<file path="src/hw/rtl/mau_pkg.sv">
// Shared constants, types and codes for the modular arithmetic unit.
package mau_pkg;

    localparam int MOD_BITS_DEF = 31;
    localparam logic [30:0] MOD_RESET = 31'd998244353;
    localparam int OPD_W = 64;
    localparam int RES_W = 31;
    localparam int ACT_W = 3;
    localparam int IN_TDATA_W = 2 * OPD_W;
    localparam int OUT_TDATA_W = 40;

    typedef enum logic [ACT_W-1:0] {
        ACT_REDUCE = 3'd0,
        ACT_ADD    = 3'd1,
        ACT_SUB    = 3'd2,
        ACT_MUL    = 3'd3,
        ACT_DIV    = 3'd4,
        ACT_NEG    = 3'd5,
        ACT_CMP    = 3'd6
    } t_action;

    typedef struct packed {
        logic start;
        logic is_div;
    } t_core_req;

endpackage

</file>
<file path="src/hw/rtl/mau_reduce.sv">
// Bit-serial reduction of a signed 64-bit operand into 0 .. m-1.
module mau_reduce #(
    parameter int MB = mau_pkg::MOD_BITS_DEF
) (
    input  logic                       i_clk,
    input  logic                       i_rst_n,
    input  logic                       i_start,
    input  logic [mau_pkg::OPD_W-1:0]  i_value,
    input  logic [MB-1:0]              i_m,
    output logic                       o_done,
    output logic [MB-1:0]              o_res
);

    localparam int CW = $clog2(mau_pkg::OPD_W);

    logic                      r_busy;
    logic                      r_done;
    logic                      r_neg;
    logic [CW-1:0]             r_cnt;
    logic [mau_pkg::OPD_W-1:0] r_sh;
    logic [MB-1:0]             r_r;
    logic [MB:0]               n_t;
    logic [MB-1:0]             n_r;

    // shift in one magnitude bit, one compare-subtract keeps r below m
    always_comb begin
        n_t = {r_r, r_sh[mau_pkg::OPD_W-1]};
        if (n_t >= {1'b0, i_m}) begin
            n_t = n_t - {1'b0, i_m};
        end
        n_r = n_t[MB-1:0];
    end

    always_ff @(posedge i_clk) begin
        if (!i_rst_n) begin
            r_busy <= 1'b0;
            r_done <= 1'b0;
            r_cnt  <= '0;
        end else begin
            r_done <= 1'b0;
            if (i_start) begin
                r_busy <= 1'b1;
                r_cnt  <= '0;
                r_neg  <= i_value[mau_pkg::OPD_W-1];
                r_sh   <= i_value[mau_pkg::OPD_W-1] ? (~i_value + 1'b1) : i_value;
                r_r    <= '0;
            end else if (r_busy) begin
                r_r   <= n_r;
                r_sh  <= {r_sh[mau_pkg::OPD_W-2:0], 1'b0};
                r_cnt <= r_cnt + 1'b1;
                if (r_cnt == CW'(mau_pkg::OPD_W - 1)) begin
                    r_busy <= 1'b0;
                    r_done <= 1'b1;
                end
            end
        end
    end

    // negative values wrap upward
    assign o_done = r_done;
    assign o_res  = (r_neg && (r_r != '0)) ? (i_m - r_r) : r_r;

endmodule

</file>
<file path="src/hw/rtl/mau_core.sv">
// Serial modular multiply and extended Euclid inverse sequencer.
module mau_core #(
    parameter int MB = mau_pkg::MOD_BITS_DEF
) (
    input  logic               i_clk,
    input  logic               i_rst_n,
    input  mau_pkg::t_core_req i_req,
    input  logic [MB-1:0]      i_a,
    input  logic [MB-1:0]      i_b,
    input  logic [MB-1:0]      i_m,
    output logic               o_done,
    output logic [MB-1:0]      o_res,
    output logic               o_ninv
);

    localparam int CW = (MB > 1) ? $clog2(MB) : 1;

    typedef enum logic [4:0] {
        C_IDLE  = 5'b00001,
        C_CHECK = 5'b00010,
        C_DIV   = 5'b00100,
        C_UPD   = 5'b01000,
        C_MUL   = 5'b10000
    } t_cstate;

    t_cstate       r_state;
    logic          r_done;
    logic          r_ninv;
    logic [CW-1:0] r_cnt;
    logic [MB-1:0] r_ea, r_eb, r_x, r_u, r_rem, r_q, r_acc, r_ma, r_mb;

    logic          n_ge;
    logic [MB:0]   n_t;
    logic [MB-1:0] n_rem;
    logic          n_bit;
    logic [MB-1:0] n_add;
    logic [MB:0]   n_dbl;
    logic [MB:0]   n_sum;
    logic [MB-1:0] n_acc;
    logic [MB:0]   n_diff;
    logic          n_last;

    always_comb begin
        // one restoring division step of eb by ea
        n_t   = {r_rem, r_q[MB-1]};
        n_ge  = (n_t >= {1'b0, r_ea});
        n_t   = n_ge ? (n_t - {1'b0, r_ea}) : n_t;
        n_rem = n_t[MB-1:0];

        // Horner step: acc = 2*acc + bit*addend, mod m
        n_bit = (r_state == C_DIV) ? n_ge : r_mb[MB-1];
        n_add = (r_state == C_DIV) ? r_u : r_ma;
        n_dbl = {r_acc, 1'b0};
        if (n_dbl >= {1'b0, i_m}) begin
            n_dbl = n_dbl - {1'b0, i_m};
        end
        n_sum = {1'b0, n_dbl[MB-1:0]} + (n_bit ? {1'b0, n_add} : '0);
        if (n_sum >= {1'b0, i_m}) begin
            n_sum = n_sum - {1'b0, i_m};
        end
        n_acc = n_sum[MB-1:0];

        // new coefficient u = x - q*u, mod m
        n_diff = (r_x >= r_acc) ? ({1'b0, r_x} - {1'b0, r_acc})
                                : ({1'b0, r_x} + {1'b0, i_m} - {1'b0, r_acc});
        n_last = (r_cnt == CW'(MB - 1));
    end

    always_ff @(posedge i_clk) begin
        if (!i_rst_n) begin
            r_state <= C_IDLE;
            r_done  <= 1'b0;
            r_cnt   <= '0;
        end else begin
            r_done <= 1'b0;
            case (r_state)
                C_IDLE: begin
                    if (i_req.start) begin
                        r_ma  <= i_a;
                        r_acc <= '0;
                        r_cnt <= '0;
                        if (i_req.is_div) begin
                            r_ea    <= i_b;
                            r_eb    <= i_m;
                            r_x     <= '0;
                            r_u     <= MB'(1);
                            r_state <= C_CHECK;
                        end else begin
                            r_ninv  <= 1'b0;
                            r_mb    <= i_b;
                            r_state <= C_MUL;
                        end
                    end
                end
                C_CHECK: begin
                    r_acc <= '0;
                    r_cnt <= '0;
                    if (r_ea == '0) begin
                        // gcd found in eb; multiply a by the coefficient
                        r_ninv  <= (r_eb != MB'(1));
                        r_mb    <= r_x;
                        r_state <= C_MUL;
                    end else begin
                        r_rem   <= '0;
                        r_q     <= r_eb;
                        r_state <= C_DIV;
                    end
                end
                C_DIV: begin
                    r_rem <= n_rem;
                    r_q   <= {r_q[MB-2:0], 1'b0};
                    r_acc <= n_acc;
                    r_cnt <= r_cnt + 1'b1;
                    if (n_last) begin
                        r_state <= C_UPD;
                    end
                end
                C_UPD: begin
                    r_x     <= r_u;
                    r_u     <= n_diff[MB-1:0];
                    r_eb    <= r_ea;
                    r_ea    <= r_rem;
                    r_state <= C_CHECK;
                end
                C_MUL: begin
                    r_acc <= n_acc;
                    r_mb  <= {r_mb[MB-2:0], 1'b0};
                    r_cnt <= r_cnt + 1'b1;
                    if (n_last) begin
                        r_done  <= 1'b1;
                        r_state <= C_IDLE;
                    end
                end
                default: begin
                    r_state <= C_IDLE;
                end
            endcase
        end
    end

    assign o_done = r_done;
    assign o_res  = r_acc;
    assign o_ninv = r_ninv;

endmodule

</file>
<file path="src/hw/rtl/modular_arithmetic_unit.sv">
// Top level of the modular arithmetic unit: config register, control and result staging.
//
//  channel   | direction | handshake                | contents
//  s_axis    | in        | tvalid/tready            | tdata: a, b; tuser: action
//  m_axis    | out       | tvalid/tready            | tdata: residue, equal, not_invertible
//  apb       | in        | psel/penable/pwrite      | register 0: modulus
//
// Both operands are reduced in parallel, one bit per cycle. Reduce, add, subtract,
// negate and compare then take their result straight from the reduced operands.
// Multiply then runs in the shared Horner unit. Divide runs Euclid steps, each a
// division and an update, then a final check and multiply. Reset is synchronous,
// active low; the modulus resets to 998244353.
// One item is in flight at a time; a new item is taken while a finished result
// still waits in the output register.
module modular_arithmetic_unit #(
    parameter int MOD_BITS = mau_pkg::MOD_BITS_DEF
) (
    input  logic                            i_clk,
    input  logic                            i_rst_n,
    // [63:0] operand_a, [127:64] operand_b
    input  logic [mau_pkg::IN_TDATA_W-1:0]  s_axis_tdata,
    // [2:0] action
    input  logic [mau_pkg::ACT_W-1:0]       s_axis_tuser,
    input  logic                            s_axis_tvalid,
    output logic                            s_axis_tready,
    // [30:0] residue, [31] equal, [32] not_invertible, [39:33] zero
    output logic [mau_pkg::OUT_TDATA_W-1:0] m_axis_tdata,
    output logic                            m_axis_tvalid,
    input  logic                            m_axis_tready,
    input  logic                            psel,
    input  logic                            penable,
    input  logic                            pwrite,
    input  logic [2:0]                      paddr,
    input  logic [31:0]                     pwdata,
    output logic [31:0]                     prdata,
    output logic                            pready
);

    localparam int MB = MOD_BITS;

    typedef enum logic [3:0] {
        S_IDLE = 4'b0001,
        S_RED  = 4'b0010,
        S_CORE = 4'b0100,
        S_DONE = 4'b1000
    } t_state;

    t_state             r_state;
    logic [MB-1:0]      r_modulus;
    mau_pkg::t_action   r_action;
    logic [MB-1:0]      r_res;
    logic               r_eq;
    logic               r_ninv;
    logic               r_ovalid;
    logic [MB-1:0]      r_ores;
    logic               r_oeq;
    logic               r_oninv;

    logic               in_xfer;
    logic [MB-1:0]      m_eff;
    logic               red_a_done, red_b_done;
    logic [MB-1:0]      red_a, red_b;
    mau_pkg::t_core_req core_req;
    logic               core_done;
    logic [MB-1:0]      core_res;
    logic               core_ninv;
    logic [MB:0]        n_sum;
    logic [MB-1:0]      n_simple;
    logic               n_eq;

    // config: one register, written at byte addresses 0 to 3 (paddr[2] low)
    assign pready = 1'b1;
    assign prdata = 32'(r_modulus);

    always_ff @(posedge i_clk) begin
        if (!i_rst_n) begin
            r_modulus <= MB'(mau_pkg::MOD_RESET);
        end else if (psel && penable && pwrite && (paddr[2] == 1'b0)) begin
            r_modulus <= pwdata[MB-1:0];
        end
    end

    // a modulus below two acts as one
    assign m_eff = (r_modulus < MB'(2)) ? MB'(1) : r_modulus;

    assign s_axis_tready = (r_state == S_IDLE);
    assign in_xfer = s_axis_tvalid && s_axis_tready;

    mau_reduce #(.MB(MB)) u_red_a (
        .i_clk   (i_clk),
        .i_rst_n (i_rst_n),
        .i_start (in_xfer),
        .i_value (s_axis_tdata[mau_pkg::OPD_W-1:0]),
        .i_m     (m_eff),
        .o_done  (red_a_done),
        .o_res   (red_a)
    );

    mau_reduce #(.MB(MB)) u_red_b (
        .i_clk   (i_clk),
        .i_rst_n (i_rst_n),
        .i_start (in_xfer),
        .i_value (s_axis_tdata[mau_pkg::IN_TDATA_W-1:mau_pkg::OPD_W]),
        .i_m     (m_eff),
        .o_done  (red_b_done),
        .o_res   (red_b)
    );

    always_comb begin
        core_req.start  = (r_state == S_RED) && red_a_done &&
                          ((r_action == mau_pkg::ACT_MUL) || (r_action == mau_pkg::ACT_DIV));
        core_req.is_div = (r_action == mau_pkg::ACT_DIV);
    end

    mau_core #(.MB(MB)) u_core (
        .i_clk   (i_clk),
        .i_rst_n (i_rst_n),
        .i_req   (core_req),
        .i_a     (red_a),
        .i_b     (red_b),
        .i_m     (m_eff),
        .o_done  (core_done),
        .o_res   (core_res),
        .o_ninv  (core_ninv)
    );

    // combinational actions on the reduced operands
    always_comb begin
        n_simple = '0;
        n_eq     = 1'b0;
        n_sum    = '0;
        case (r_action)
            mau_pkg::ACT_REDUCE: begin
                n_simple = red_a;
            end
            mau_pkg::ACT_ADD: begin
                n_sum = {1'b0, red_a} + {1'b0, red_b};
                if (n_sum >= {1'b0, m_eff}) begin
                    n_sum = n_sum - {1'b0, m_eff};
                end
                n_simple = n_sum[MB-1:0];
            end
            mau_pkg::ACT_SUB: begin
                n_sum = (red_a >= red_b) ? ({1'b0, red_a} - {1'b0, red_b})
                                         : ({1'b0, red_a} + {1'b0, m_eff} - {1'b0, red_b});
                n_simple = n_sum[MB-1:0];
            end
            mau_pkg::ACT_NEG: begin
                n_simple = (red_a == '0) ? '0 : (m_eff - red_a);
            end
            mau_pkg::ACT_CMP: begin
                n_eq = (red_a == red_b);
            end
            default: begin
                n_simple = '0;
            end
        endcase
    end

    always_ff @(posedge i_clk) begin
        if (!i_rst_n) begin
            r_state  <= S_IDLE;
            r_ovalid <= 1'b0;
        end else begin
            // drop the output once taken, unless a new result reloads it
            if (m_axis_tvalid && m_axis_tready && (r_state != S_DONE)) begin
                r_ovalid <= 1'b0;
            end
            case (r_state)
                S_IDLE: begin
                    if (in_xfer) begin
                        r_action <= mau_pkg::t_action'(s_axis_tuser);
                        r_state  <= S_RED;
                    end
                end
                S_RED: begin
                    if (red_a_done && red_b_done) begin
                        if (core_req.start) begin
                            r_state <= S_CORE;
                        end else begin
                            r_res   <= n_simple;
                            r_eq    <= n_eq;
                            r_ninv  <= 1'b0;
                            r_state <= S_DONE;
                        end
                    end
                end
                S_CORE: begin
                    if (core_done) begin
                        r_res   <= core_res;
                        r_eq    <= 1'b0;
                        r_ninv  <= core_ninv;
                        r_state <= S_DONE;
                    end
                end
                S_DONE: begin
                    // hold until the output register is free
                    if (!r_ovalid || m_axis_tready) begin
                        r_ovalid <= 1'b1;
                        r_ores   <= r_res;
                        r_oeq    <= r_eq;
                        r_oninv  <= r_ninv;
                        r_state  <= S_IDLE;
                    end
                end
                default: begin
                    r_state <= S_IDLE;
                end
            endcase
        end
    end

    assign m_axis_tvalid = r_ovalid;
    assign m_axis_tdata  = {7'd0, r_oninv, r_oeq, mau_pkg::RES_W'(r_ores)};

endmodule

</file>
<file path="config.mk">
export PLATFORM = sky130hd
export DESIGN_NAME = modular_arithmetic_unit
export DESIGN_NICKNAME = d
export VERILOG_FILES = /design/src/hw/rtl/mau_pkg.sv /design/src/hw/rtl/mau_reduce.sv /design/src/hw/rtl/mau_core.sv /design/src/hw/rtl/modular_arithmetic_unit.sv
export SDC_FILE = /design/constraint.sdc
export NUM_CORES = 2
export LEC_CHECK = 0
export BUFFER_PORTS_ARGS = -buffer_cell sky130_fd_sc_hd__buf_4
export CORE_MARGIN = 10
export CORE_UTILIZATION = 55
export CTS_BUF_LIST = sky130_fd_sc_hd__clkbuf_16
export CTS_CLUSTER_SIZE = 12
export DETAILED_ROUTE_END_ITERATION = 16
export PLACE_DENSITY = 0.73
export SYNTH_ARGS = -nofsm -noshare
export SYNTH_HDL_FRONTEND = slang
export SYNTH_SLANG_ARGS = --single-unit
</file>
<file path="constraint.sdc">
create_clock -name i_clk -period 22.9 [get_ports i_clk]
set_input_delay 2.29 -clock i_clk [delete_from_list [all_inputs] [get_ports i_clk]]
set_output_delay 2.29 -clock i_clk [all_outputs]
set_load 0.02 [all_outputs]
</file>
==> metrics.md <==
| Metric | Value |
|---|---|
| Gate count of the mapped netlist | 6,222 |
| Antenna violations before repair | 27 |
| Initial core utilization | 55.6% |
| Number of top-level pins | 248 |
| HPWL after detailed placement | 147 mm |
| Fill cell total of the finished layout | 8,461 |
| Critical Path End Type | register |
| # clock sinks | between 600 and 700 |
| Number of buffer and inverter stages on the critical path | 5 |
| Leakage power | 25.4 nW |
| Setup bufs post-CTS | 0 |
| Final Max Slew Viols | 0 |
| Buffer levels on the longest clock path | 3 |
| Peak Freq | 74.8 MHz |
| Total cell area at the placement stage | 0.0575 mm2 |
| Detailed-route via count | 49,342 |
| Final worst path period share | 58.4% |
| Placeable core region | just under 0.1 mm2 |
| Height of the die | 333 um |
| Final total power | 6.29 mW |
| CP startpoint kind | register |
| CP max-delay cell | sky130_fd_sc_hd__a2111oi_2 |
| Largest net degree at the start of global routing | 110 |
| Floorplan die area | around 0.11 mm2 |
| Number of distinct library cells after synthesis | 86 |
| RSZ-0062 raised after global routing | no |
| Met3 Usage GRT | about a tenth |
| Synth warn | 0 |
| Worst slew margin relative to its limit | 21.2% |
| Hold buffer count at cts | 0 |
| Least setup slack across all paths after layout | 9530 ps |
| GR Layer Usage met1 | 44.2% |
| Post-layout util | between 60% and 70% |
| Share of layout cells above drive strength 1 | under 10% |
| Final hold violation count | 0 |
| Floorplan row count | about 110 |
| Number of iterations in the first detailed-routing pass | 5 |
| Most used DFF post-synth | sky130_fd_sc_hd__edfxtp_1 |
| Input/output buffers | 235 |
| Post-cts gate resize count | 0 |
| Total DRC errors in the routed layout | 0 |
| Worst setup slack after placement | 9930 ps |
| Worst-Margin Slew | 1170 ps |
| Max_cap viols | 0 |
| CTS tree | yes |
| Mean instance size in the synthesized netlist | 8.65 um2 |
| Number of flops mapped to enable cells by yosys | 541 |
| Minimum clock period after layout | 13,370 ps |
| Layout-stage area growth over the synthesis result | 11.1% |
| Share of flip-flops with an asynchronous set or reset | 0% |
| Top cell family by delay on the critical path | compound AO/OA/AOI/OAI gates |
| Layout Skew | 53.3 ps |
| Non-Filler Cell Area, Final | about 0.06 mm2 |
| First-pass GRT wire length | 285 mm |
| CP Data Arrival Time | between 10,000 and 15,000 ps |
| CP Data Required Time | 23,300 ps |
| Num CTS Buffers | 72 |
| Result of the run | finished, final reports clean |
| Fin nets | 7,115 |
| FF+latch count, synth | 604 |
| Grt total ovfl | 0 |
| Chip width | 333 um |
| Final number of setup-violating endpoints | 0 |
| Setup CP Type | reg2reg |
| GRT Resource Usage Total | 33.5% |
| Gp weighted congestion | 1.04 |
| Hold Crit Class | reg2reg |
| H-tree depth | 3 |
| Power per unit of standard cell area | 105 mW/mm2 |
| Final antenna-violating net count | 0 |
| GRT met2 Usage | around half |
| Detailed Route WL | 192 mm |
| Clk pin slew, worst setup/hold paths | roughly 60 ps |
| Average wire per standard cell | approximately 25 um |
| Setup TNS | 0 ps |
| Largest registers | u_red_a.r_sh x64, u_red_b.r_sh x64 |
| Max Fanout on Critical Path | 32 |
| Worst-case vdd ir drop | 82.4 uV |
| Skew-Pair Late Insertion Delay | between 600 and 700 ps |
| Most used routing layer | met2 |
| Root buf cell | sky130_fd_sc_hd__clkbuf_16 |
| Via density per instance | 6.36 |
| Violation count after the first detailed-routing iteration | 5,360 |
| Cell occurring most often along the worst timing path | sky130_fd_sc_hd__o21ai_0 |
| Vias in the first global route | around 46,000 |
| Proportion of synthesized chip area in sequential cells | 32.5% |
| Largest stage delay, worst path | 660 ps |
| Cell Area, Synth | 0.0539 mm2 |
-- power breakdown --
part           switching [mW]  total, mW  internal (mW)
Combinational            2.22       3.74           1.52
Clock                   0.494       1.12          0.630
Sequential             0.0891       1.43           1.34
-- layout make-up --
type / instances / area [um2] / share of cell area [%]
inverter: 453 / 1700 / 2.84
clock buffer: 75 / 1880 / 3.14
tap: 1276 / 1600 / 2.67
sequential: 604 / 17500 / 29.3
multi-input combinational: 4906 / 33900 / 56.7
antenna: 18 / 45.0 / 0.0753
clock inverter: 54 / 390 / 0.653
timing repair buffer: 370 / 2780 / 4.64
-- per-layer routing --
layer  wire [um]  vias to the layer above
li1            -                    22886
met1       77200                    23464
met2       81100                     2499
met3       23100                      479
met4       10800                       14
met5         122                        -
-- logic make-up (layout without fill, tap and decap cells) --
group / count (synthesis) / count (layout) / synth area share, %
AO/OA/AOI/OAI: 1793 / 1793 / 21.0
multiplexers: 162 / 162 / 3.05
other: 2 / 27 / 0.0139
XOR/XNOR: 502 / 502 / 8.16
buffers and inverters: 719 / 952 / 5.09
flip-flops: 604 / 604 / 32.5
adder cells (fa/ha/maj): 539 / 539 / 13.5
AND/OR/NAND/NOR: 1901 / 1901 / 16.6
-- path summary, 6_finish.rpt --
check                                   from          endpoint  slack, ps  cells past startpoint
worst max-delay path            r_modulus[9]  u_core.o_res[11]       9530                     48
worst min-delay path                    r_eq             r_oeq        420                      0
worst max register to register  r_modulus[9]  u_core.o_res[11]       9530                     48
worst min register to register          r_eq             r_oeq        420                      0
-- layout by cell type (no fill, tap or decap), types with 18 or more instances in the layout --
| master | Yosys | routed |
|---|---|---|
| sky130_fd_sc_hd__a211o_1 | 22 | 22 |
| sky130_fd_sc_hd__xor2_1 | 235 | 235 |
| sky130_fd_sc_hd__a211oi_1 | 62 | 60 |
| sky130_fd_sc_hd__nor2b_1 | 71 | 70 |
| sky130_fd_sc_hd__o21a_1 | 63 | 61 |
| sky130_fd_sc_hd__or4_1 | 32 | 32 |
| sky130_fd_sc_hd__xnor2_1 | 267 | 267 |
| sky130_fd_sc_hd__clkbuf_16 | 0 | 75 |
| sky130_fd_sc_hd__o22ai_1 | 21 | 21 |
| sky130_fd_sc_hd__edfxtp_1 | 541 | 541 |
| sky130_fd_sc_hd__dfxtp_1 | 63 | 63 |
| sky130_fd_sc_hd__or2_2 | 35 | 35 |
| sky130_fd_sc_hd__and2_1 | 57 | 56 |
| sky130_fd_sc_hd__nand2_1 | 656 | 655 |
| sky130_fd_sc_hd__ha_1 | 462 | 462 |
| sky130_fd_sc_hd__o41ai_1 | 25 | 23 |
| sky130_fd_sc_hd__a31oi_1 | 48 | 48 |
| sky130_fd_sc_hd__nor3_1 | 102 | 100 |
| sky130_fd_sc_hd__a21boi_0 | 56 | 56 |
| sky130_fd_sc_hd__a21o_1 | 157 | 157 |
| sky130_fd_sc_hd__inv_1 | 452 | 468 |
| sky130_fd_sc_hd__nor2_1 | 498 | 493 |
| sky130_fd_sc_hd__o211ai_1 | 37 | 37 |
| sky130_fd_sc_hd__o21ai_0 | 492 | 489 |
| sky130_fd_sc_hd__buf_4 | 11 | 370 |
| sky130_fd_sc_hd__mux2i_1 | 146 | 141 |
| sky130_fd_sc_hd__nor4_1 | 60 | 60 |
| sky130_fd_sc_hd__fa_1 | 73 | 73 |
| sky130_fd_sc_hd__nand3_1 | 113 | 112 |
| sky130_fd_sc_hd__or3_1 | 48 | 48 |
| sky130_fd_sc_hd__nand2b_1 | 56 | 56 |
| sky130_fd_sc_hd__a22oi_1 | 32 | 32 |
| sky130_fd_sc_hd__a21oi_1 | 463 | 450 |
| sky130_fd_sc_hd__nand4_1 | 62 | 62 |
| sky130_fd_sc_hd__o21bai_1 | 59 | 59 |
| sky130_fd_sc_hd__diode_2 | 0 | 18 |
| sky130_fd_sc_hd__o31ai_1 | 66 | 65 |
| sky130_fd_sc_hd__and3_1 | 44 | 43 |
-- through the flow --
step                      std cells  hold WS, ps
after global routing           7739          423
after detailed placement       7609          405
final                          7756          417
after global placement         7609          401
after CTS                      7738          418
after floorplan                6229          400
-- worst reg2reg max path, delay by kind of cell, from the launching register on --
family	cells	cell delay (ps)
buf+inv	5	1890
fa+ha+maj	3	1050
simple gates	13	2430
mux	2	760
xor+xnor	1	230
compound gates	24	6420
flops	1	290
-- synthesized netlist by cell type (35+ instances only) --
| cell | count | area share, % |
|---|---|---|
| sky130_fd_sc_hd__nand3_1 | 113 | 1.1 |
| sky130_fd_sc_hd__fa_1 | 73 | 2.7 |
| sky130_fd_sc_hd__o21ai_0 | 492 | 4.6 |
| sky130_fd_sc_hd__a211oi_1 | 62 | 0.86 |
| sky130_fd_sc_hd__and2_1 | 57 | 0.66 |
| sky130_fd_sc_hd__nand2b_1 | 56 | 0.65 |
| sky130_fd_sc_hd__mux2i_1 | 146 | 2.7 |
| sky130_fd_sc_hd__o21a_1 | 63 | 0.88 |
| sky130_fd_sc_hd__clkbuf_1 | 236 | 1.6 |
| sky130_fd_sc_hd__xor2_1 | 235 | 3.8 |
| sky130_fd_sc_hd__dfxtp_1 | 63 | 2.3 |
| sky130_fd_sc_hd__o21bai_1 | 59 | 0.82 |
| sky130_fd_sc_hd__a21boi_0 | 56 | 0.78 |
| sky130_fd_sc_hd__nor4_1 | 60 | 0.70 |
| sky130_fd_sc_hd__a31oi_1 | 48 | 0.56 |
| sky130_fd_sc_hd__nor2_1 | 498 | 3.5 |
| sky130_fd_sc_hd__nor2b_1 | 71 | 0.82 |
| sky130_fd_sc_hd__nand4_1 | 62 | 0.72 |
| sky130_fd_sc_hd__inv_1 | 452 | 3.2 |
| sky130_fd_sc_hd__edfxtp_1 | 541 | 30 |
| sky130_fd_sc_hd__ha_1 | 462 | 11 |
| sky130_fd_sc_hd__and3_1 | 44 | 0.51 |
| sky130_fd_sc_hd__or2_2 | 35 | 0.41 |
| sky130_fd_sc_hd__nand2_1 | 656 | 4.6 |
| sky130_fd_sc_hd__or3_1 | 48 | 0.56 |
| sky130_fd_sc_hd__a21oi_1 | 463 | 4.3 |
| sky130_fd_sc_hd__o31ai_1 | 66 | 0.92 |
| sky130_fd_sc_hd__o211ai_1 | 37 | 0.52 |
| sky130_fd_sc_hd__nor3_1 | 102 | 0.95 |
| sky130_fd_sc_hd__a21o_1 | 157 | 2.2 |
| sky130_fd_sc_hd__xnor2_1 | 267 | 4.3 |
Note: power is estimated with default switching activity, not from simulation.
